File: config.mk
export PLATFORM = sky130hd
export DESIGN_NAME = psa_ram
export DESIGN_NICKNAME = d
export VERILOG_FILES = /design/src/rtl/core/psa_ram.sv
export SDC_FILE = /design/constraint.sdc
export NUM_CORES = 1
export LEC_CHECK = 0
export BUFFER_PORTS_ARGS = -buffer_cell sky130_fd_sc_hd__buf_2
export CAP_MARGIN = 25
export CORE_UTILIZATION = 55
export DETAILED_ROUTE_END_ITERATION = 10
export GPL_TIMING_DRIVEN = 0
export PLACE_DENSITY = 0.73
export SLEW_MARGIN = 15
export SYNTH_ARGS = -nofsm -noshare
export SYNTH_HDL_FRONTEND = slang
export SYNTH_SLANG_ARGS = --single-unit
File: constraint.sdc
create_clock -name clk -period 3.8 [get_ports clk]
set_clock_uncertainty 0.2 [all_clocks]
set_input_delay 0.57 -clock clk [delete_from_list [all_inputs] [get_ports clk]]
set_output_delay 0.57 -clock clk [all_outputs]
set_load 0.02 [all_outputs]
File: src/rtl/core/psa_ram.sv
// Generic simple dual-port RAM with registered read.
`timescale 1ns / 1ps

module psa_ram #(
  parameter int WIDTH = 8,
  parameter int DEPTH = 16
) (
  input  logic                     clk,
  input  logic                     we,
  input  logic [$clog2(DEPTH)-1:0] waddr,
  input  logic [WIDTH-1:0]         wdata,
  input  logic                     re,
  input  logic [$clog2(DEPTH)-1:0] raddr,
  output logic [WIDTH-1:0]         rdata
);

  logic [WIDTH-1:0] mem [DEPTH];
  logic [WIDTH-1:0] rdata_r;

  always_ff @(posedge clk) begin
    if (we) begin
      mem[waddr] <= wdata;
    end
    if (re) begin
      rdata_r <= mem[raddr];
    end
  end

  assign rdata = rdata_r;

endmodule

==> flow_summary.toml <==
[status]
status = "complete, no violations"

[place]
dp_cells = 385
io_buffers = 25
place_congestion = 0.747
hpwlAfterDp_um = 5930
placed_area_um2 = 5540

[global_routing]
grt_max_degree = 17
grt_use_total_pct = 22.2
grt_overflow = 0
grt_pass1_vias = 2408
grt_pass1_wl_um = 14500
antenna_found_initial = 0

[clocking]
postCtsSetupRepairBufs = 0
cts.sinks = 136
cts.clk_slew.worst_paths_ps = 60
numCtsBuffers = 17
tritoncts = "done"
hold_buffers = 0
post_cts_resized = 0
cts_root_buf = "clkbuf_8"
clockBufferDepth = 2
htree_levels = 4
clkLatencyLatePin_ps = 520

[cells_and_area]
layout-drive-gt1-share_pct = 30.2
final_core_util_pct = 65.9
fin_nets = 294
syn2layout_area_growth_pct = 16.5
n_fill_cell = 590
n_antenna_cell = 0
final_cells = 417
final_cell_mix = "edfxtp_1, buf_2, mux4_2, a22oi_1, clkbuf_16"
final_area_um2 = 6090
final-seq-area_um2 = 4080
multi_input_area_um2 = 1070
final_common_cell = "edfxtp_1"

[timing]
setup_viol = 0
maxSlewHeadroom_pct = 44.6
tns_ps = 0
holdWs_ps = 191
rsz0062_at_grt = "false"
worstMarginPinSlew_ps = 826
finalCriticalPeriod_ps = 1950
finalHoldViolations = 0
min_period_over_period_pct = 51.3
drv_slew = 0
fmaxAchievable_mhz = 513

[floorplan]
coreArea_um2 = 9240
io_pins = 27
rows = 35
die_h_um = 99.5
die_area_um2 = 9900
initial_utilization_pct = 56.6
die_width_um = 99.5

[setup_path]
critPathRequiredTime_ps = 3740
timing.rr.end = "rdata[0]$_DFFE_PP_"
cp-end-kind = "flop"
cp-start-kind = "input port"
ff2ff_path_depth = 3
worstPathMaxFanout = 8
rrSetupSlack_ps = 2020
r2r_start = "mem[5][0]$_DFFE_PP_"
worstPathArrival_ps = 1890
criticalPathCategory = "input port to flop"

[drt]
dr.pass1.iters = 7
remaining_drc_errors = 0
wl_per_cell_um = 23.7
wl_um = 9870
vias_per_cell = 5.86
drtIter0Drc = 324
vias = 2443
ant_nets = 0

[flow_run]
cap_violations = 0

[logic_synthesis]
ys_seq_area_share_pct = 78.1
synth_nets = 248
avgSynthCellArea_um2 = 22.8
netlist_top_cells_area = "edfxtp_1, mux4_2, mux4_1"
ys_seq_elements = 136
synth.distinct_cells = 18
synth_cells = 229
synth_largest_area_cell = "edfxtp_1"
yosysTopAreaCellShare_pct = 78.1
synth.cell_area_um2 = 5230
ys_warn_count = 0

[hold_path]
hp-start = "re"
worstHoldPathCells = 1
whs_endpoint = "rdata[4]$_DFFE_PP_"
worstHoldPathType = "input port to flop"

[pwr]
ir_drop_uv = 295
leakagePower_nw = 2.03
p_per_area_nw_per_um2 = 555
## where the power goes
group          internal, mW  leakage [nW]  total (mW)  switching (mW)
clock network         0.926         0.261        1.51           0.586
registers              1.69          1.24        1.70         0.00775
logic                0.0656         0.531       0.167           0.102
## critical path, cell delays in order
cell and delay (ps):
buf_2 110, or3b_2 550, nor3_2 650
## kinds of logic (layout without fill, tap and decap cells)
group | count (synthesis) | count (layout) | share of synthesized area [%]
mux | 32 | 32 | 14.8
flops | 136 | 136 | 78.1
simple gates | 35 | 35 | 3.14
buf+inv | 10 | 69 | 1.65
compound gates | 16 | 16 | 2.30
## per-layer routing
metal | up-vias | part of all wire (%) | track usage, %
met5 | - | 0 | 0
met4 | 0 | 1.2 | 8.48
met3 | 11 | 5.2 | 5.97
met2 | 102 | 52 | 35.8
met1 | 1257 | 41 | 29.3
li1 | 1073 | - | -
## worst max-delay path by stage
stage                   from                  end  slack [ps]  cells past startpoint
floorplan           waddr[2]  mem[0][0]$_DFFE_PP_        1540                      2
global placement    waddr[2]  mem[0][4]$_DFFE_PP_         970                      3
detailed placement  waddr[2]  mem[0][4]$_DFFE_PP_        1320                      3
CTS                 waddr[2]  mem[0][0]$_DFFE_PP_        1860                      3
global route        waddr[2]  mem[0][0]$_DFFE_PP_        1840                      3
finish              waddr[2]  mem[0][0]$_DFFE_PP_        1850                      3
## sequential cells by signal, summed over array words and instances, names as in the netlist
register,cells
mem,128
rdata,8
## synth_stat cells
cell and instances:
nor3_1 4, nor2_1 13, mux4_2 18, nor2b_1 1, nand3_1 1, clkdlybuf4s25_2 3, buf_4 1, a22oi_1 16
nand3b_1 2, and2b_1 1, buf_6 3, nand2_1 9, edfxtp_1 136, or3b_2 1, and2_1 1, nand2b_1 2
mux4_1 14, buf_2 3
## stage by stage
step	worst slack [ps]	power, mW
final	1850	3.38
after global routing	1840	3.47
after CTS	1860	3.39
after detailed placement	1320	1.90
after global placement	969	1.89
after floorplan	1540	1.82
## layout make-up
cell class	count	share of cell area (%)
Timing Repair Buffer	27	2.26
Multi-Input combinational cell	83	17.5
Clock buffer	19	6.92
Clock inverter	13	2.16
Sequential cell	136	67.1
Tap cell	129	2.65
Buffer	10	1.42
Note: power is estimated with default switching activity, not from simulation.
