$ cat src/rtl/core/psa_div.sv
// Three-lane restoring divider, one quotient bit per cycle, shared divisor.
`timescale 1ns / 1ps

module psa_div #(
  parameter int DB = 16,  // divisor bits
  parameter int QB = 16   // quotient bits
) (
  input  logic               clk,
  input  logic               rst_n,
  input  logic               start,
  input  logic [DB+QB-1:0]   dividend [0:2],
  input  logic [DB-1:0]      divisor,
  output logic               done,
  output logic [QB-1:0]      quot [0:2]
);

  localparam int CW = $clog2(QB + 1);

  logic          busy_r;
  logic          done_r;
  logic [CW-1:0] cnt_r;
  logic [DB-1:0] dvs_r;
  logic [DB-1:0] rem_r [0:2];
  logic [QB-1:0] low_r [0:2];
  logic [DB-1:0] rem_nxt [0:2];
  logic [QB-1:0] low_nxt [0:2];

  // One trial subtract per lane; quotient is known to fit in QB bits
  always_comb begin
    logic [DB:0] t;
    logic        ge;
    for (int c = 0; c < 3; c++) begin
      t  = {rem_r[c], low_r[c][QB-1]};
      ge = (t >= {1'b0, dvs_r});
      rem_nxt[c] = ge ? DB'(t - {1'b0, dvs_r}) : DB'(t);
      low_nxt[c] = {low_r[c][QB-2:0], ge};
    end
  end

  // Control
  always_ff @(posedge clk) begin
    if (!rst_n) begin
      busy_r <= 1'b0;
      done_r <= 1'b0;
      cnt_r  <= '0;
    end else begin
      done_r <= 1'b0;
      if (start) begin
        busy_r <= 1'b1;
        cnt_r  <= CW'(QB);
      end else if (busy_r) begin
        cnt_r <= cnt_r - CW'(1);
        if (cnt_r == CW'(1)) begin
          busy_r <= 1'b0;
          done_r <= 1'b1;
        end
      end
    end
  end

  // Datapath
  always_ff @(posedge clk) begin
    if (start) begin
      dvs_r <= divisor;
      for (int c = 0; c < 3; c++) begin
        rem_r[c] <= dividend[c][DB+QB-1:QB];
        low_r[c] <= dividend[c][QB-1:0];
      end
    end else if (busy_r) begin
      for (int c = 0; c < 3; c++) begin
        rem_r[c] <= rem_nxt[c];
        low_r[c] <= low_nxt[c];
      end
    end
  end

  assign done = done_r;
  always_comb begin
    for (int c = 0; c < 3; c++) quot[c] = low_r[c];
  end

  // Done only ever follows a busy cycle
  a_done_after_busy: assert property (@(posedge clk) disable iff (!rst_n)
    done_r |-> $past(busy_r))
    else $error("divider done without a run");

endmodule

$ cat config.mk
export PLATFORM = sky130hd
export DESIGN_NAME = psa_div
export DESIGN_NICKNAME = d
export VERILOG_FILES = /design/src/rtl/core/psa_div.sv
export SDC_FILE = /design/constraint.sdc
export NUM_CORES = 1
export LEC_CHECK = 0
export BUFFER_PORTS_ARGS = -buffer_cell sky130_fd_sc_hd__buf_2
export CAP_MARGIN = 20
export CORE_MARGIN = 3
export CORE_UTILIZATION = 60
export DETAILED_ROUTE_END_ITERATION = 12
export HOLD_SLACK_MARGIN = 0.03
export PLACE_DENSITY_LB_ADDON = 0.2
export SETUP_SLACK_MARGIN = 0.02
export SYNTH_ARGS = -nofsm -noshare
export SYNTH_HDL_FRONTEND = slang
export SYNTH_SLANG_ARGS = --single-unit
$ cat constraint.sdc
create_clock -name clk -period 4.9 [get_ports clk]
set_clock_uncertainty 0.1 [all_clocks]
set_input_delay 0.49 -clock clk [delete_from_list [all_inputs] [get_ports clk]]
set_output_delay 0.49 -clock clk [all_outputs]
set_load 0.1 [all_outputs]
==> impl_results.md <==
* Hold path startpoint: divisor[0]
* Sequential Area at approximately 3500 um2
* First-pass GRT wire length at roughly 33 mm
* Starting Density at between 60 and 70%
* TritonRoute pass-1 iters at 6
* Hold Crit Class: input pin to flip-flop
* Worst-Margin Slew at between 0.9 and 1 ns
* CP max stage cell: a2111o_1
* Top FF cell, synth: edfxtp_1
* Leakage at around 4.2 nW
* Root Driver: clkbuf_16
* N_diodes at 0
* HPWL after DPL at ~15 mm
* #FFs+latches synth at between 100 and 150
* Core Footprint at between 10000 and 15000 um2
* Critical path, cell by cell: inv_1, ha_1, nor2b_1, o2111a_1, o21ai_1, a21oi_1, a2111o_1, mux2i_1, o21ai_0
* Crit Path Class: flip-flop to flip-flop
* Post-synth cell types at 68
* Multi-input gate area at roughly 4100 um2
* Final worst path period share at about two thirds
* Share of layout cells above drive strength 1 at 21.1%
* Setup crit end kind: flip-flop
* Number of buffers added on ports at between 150 and 200
* Most common cell after layout, fill and taps aside: nand2_1
* I/O pin count at 164
* Mapped Avg Cell Area at roughly 9.2 um2
* Part of the Yosys area used for sequential elements at a little over two fifths
* MaxCap Viol Count at 0
* Reg clk slew, reported paths at roughly 0.06 ns
* Final wirelength at between 20 and 25 mm
* Maximum vdd drop at approximately 250 uV
* Mapped Nets at 1030
* Synth area leaders: edfxtp_1, nand2_1, ha_1
* Synth area leader: edfxtp_1
* Post-route setup slack at roughly 1.6 ns
* Post-synthesis cell count at ~860
* GR peak layer: met2
* Crit Reg-Reg Startpoint: dvs_r[1]
* Largest net degree at the start of global routing at 90
* Total CTS buffers at 17
* Via/cell ratio at about 6
* Synth top area share at 42.2%
* RSZ-0062 raised after global routing: no
* Power Dens Cells at just over 400 nW/um2
* Initial antenna violation count at 0
* Clock buffer depth at 2
* Ys async rst share at 0%
* Crit path max fanout at 20
* Area delta synth->final at 17.9%
* Slew Viols, Final at 0
* Setup_tns at 0 ns
* Initial DRC count at 731
* DP Worst Slack at 1.63 ns
* Die Span Y at between 100 and 150 um
* Final Hold Viols at 0
* Setup violators final at 0
* Die area at 14700 um2
* # resized after CTS at 0
* Fillers at 962
* FF-to-FF setup slack at around 1.6 ns
* Worst skew pair latency at 0.42 ns
* Hold Worst Slack at between 0.1 and 0.15 ns
* H-tree levels at 4
* Slew headroom at 38.8%
* Worst EP required at roughly 5 ns
* Average wire per standard cell at about 18 um
* Ys Warns at 0
* Most frequent cells in the layout: nand2_1, buf_2, edfxtp_1, o21ai_0, ha_1
* Fmax achieved at 305 MHz
* Met1 usage at 37.4%
* Worst Setup SP: dvs_r[1]
* CTS tree: built
* Total power draw at roughly 3.8 mW
* Antenna-violating nets left at 0
* Post-CTS setup buffer count at 0
* Met2 Usage GRT at between 40% and 50%
* Die Wd at roughly 120 um
* Min cycle time layout at about 3.3 ns
* Rows at 41
* Crit path arrival time at approximately 3.3 ns
* All-layer global routing usage at around 29%
* Crit-path max cell delay at just under 0.8 ns
* Clock sinks at approximately 120
* Hold-fix buffers, CTS at 0
* Via count at 7118
* DRC viols at 0
* Number of global-route vias before repair at 6656
* Gr ovfl total at 0
* Final net count at approximately 1200
* Routability cong. at roughly 1
* M3 GR Usage at around 6.9%
* Status: complete, no violations
* Synthesized area at roughly 8000 um2
* Number of synthesized flops with an enable pin at 112
* Worst Setup Start Kind: flip-flop
## final cells by class
cell class	count	share of cell area, %
Tap cell	172	2.29
Timing Repair Buffer	168	9.09
Inverter	31	1.24
Clock buffer	18	4.57
Sequential cell	119	37.3
Multi-Input combinational cell	669	44.2
Clock inverter	14	1.35
## through the flow
stage                     utilization, %  cell area [um2]  cells
after floorplan                        -             7960    862
after global placement              69.2             8840   1159
after detailed placement            69.2             8840   1159
after CTS                           73.5             9390   1191
after global routing                73.5             9390   1191
final                               73.5             9390   1191
## sequential cells by signal, indices dropped and copies added, names as in the netlist
name and flops:
rem_r 48, busy_r 1, cnt_r 5, done 1, low_r 48, dvs_r 16
## worst max-delay path: cells and delay by family, from the launching register on
kind,cells,cell delay (ns)
buf+inv,1,0.13
fa+ha+maj,1,0.32
simple gates,1,0.15
flops,1,0.48
mux,1,0.29
compound gates,5,1.52
## per-layer routing
layer / wire [um] / part of all wire (%) / up-vias
li1: - / - / 3411
met1: 8600 / 41 / 3339
met2: 10100 / 48 / 315
met3: 1650 / 7.9 / 53
met4: 543 / 2.6 / 0
met5: 0 / 0 / -
## where the power goes
group / total [mW] / internal, mW / switching (mW)
clock network: 1.19 / 0.700 / 0.491
registers: 1.31 / 1.24 / 0.0652
logic: 1.32 / 0.439 / 0.881
total: 3.82 / 2.38 / 1.44
## cells in the mapped netlist, types with 3 or more instances
cell	number
a31oi_1	13
o311ai_1	3
edfxtp_1	112
buf_2	9
xnor2_1	20
nor3_1	14
and3_1	4
nor2b_1	11
or2_2	4
o21ai_0	50
a21o_1	12
inv_1	31
buf_4	3
nand2_1	214
nand3_1	21
fa_1	3
xor2_1	14
mux2i_1	30
a221o_1	4
o21a_1	8
a211oi_1	9
dfxtp_1	7
buf_1	3
ha_1	50
and2_1	3
a21oi_1	34
nor4_1	9
clkbuf_1	23
or3_1	4
nand2b_1	9
nand4_1	10
o31ai_1	5
nor2_1	49
o211ai_1	9
nor3b_1	4
o21ai_1	10
## cells by family (layout without fill, tap and decap cells)
logic type	after synthesis	in the layout	synth area share, %
simple gates	365	365	20.3
mux	32	32	4.05
compound gates	185	185	15.2
buf+inv	74	231	4.15
flops	119	119	44.0
xor+xnor	34	34	3.74
fa+ha+maj	53	53	8.61
## final timing paths
kind	depth (start not counted)	end
setup / recovery	9	rem_r[0][37]
hold / removal	1	dvs_r[0]
setup reg to reg	9	rem_r[0][37]
hold reg to reg	2	cnt_r[1]
Note: power is estimated with default switching activity, not from simulation.
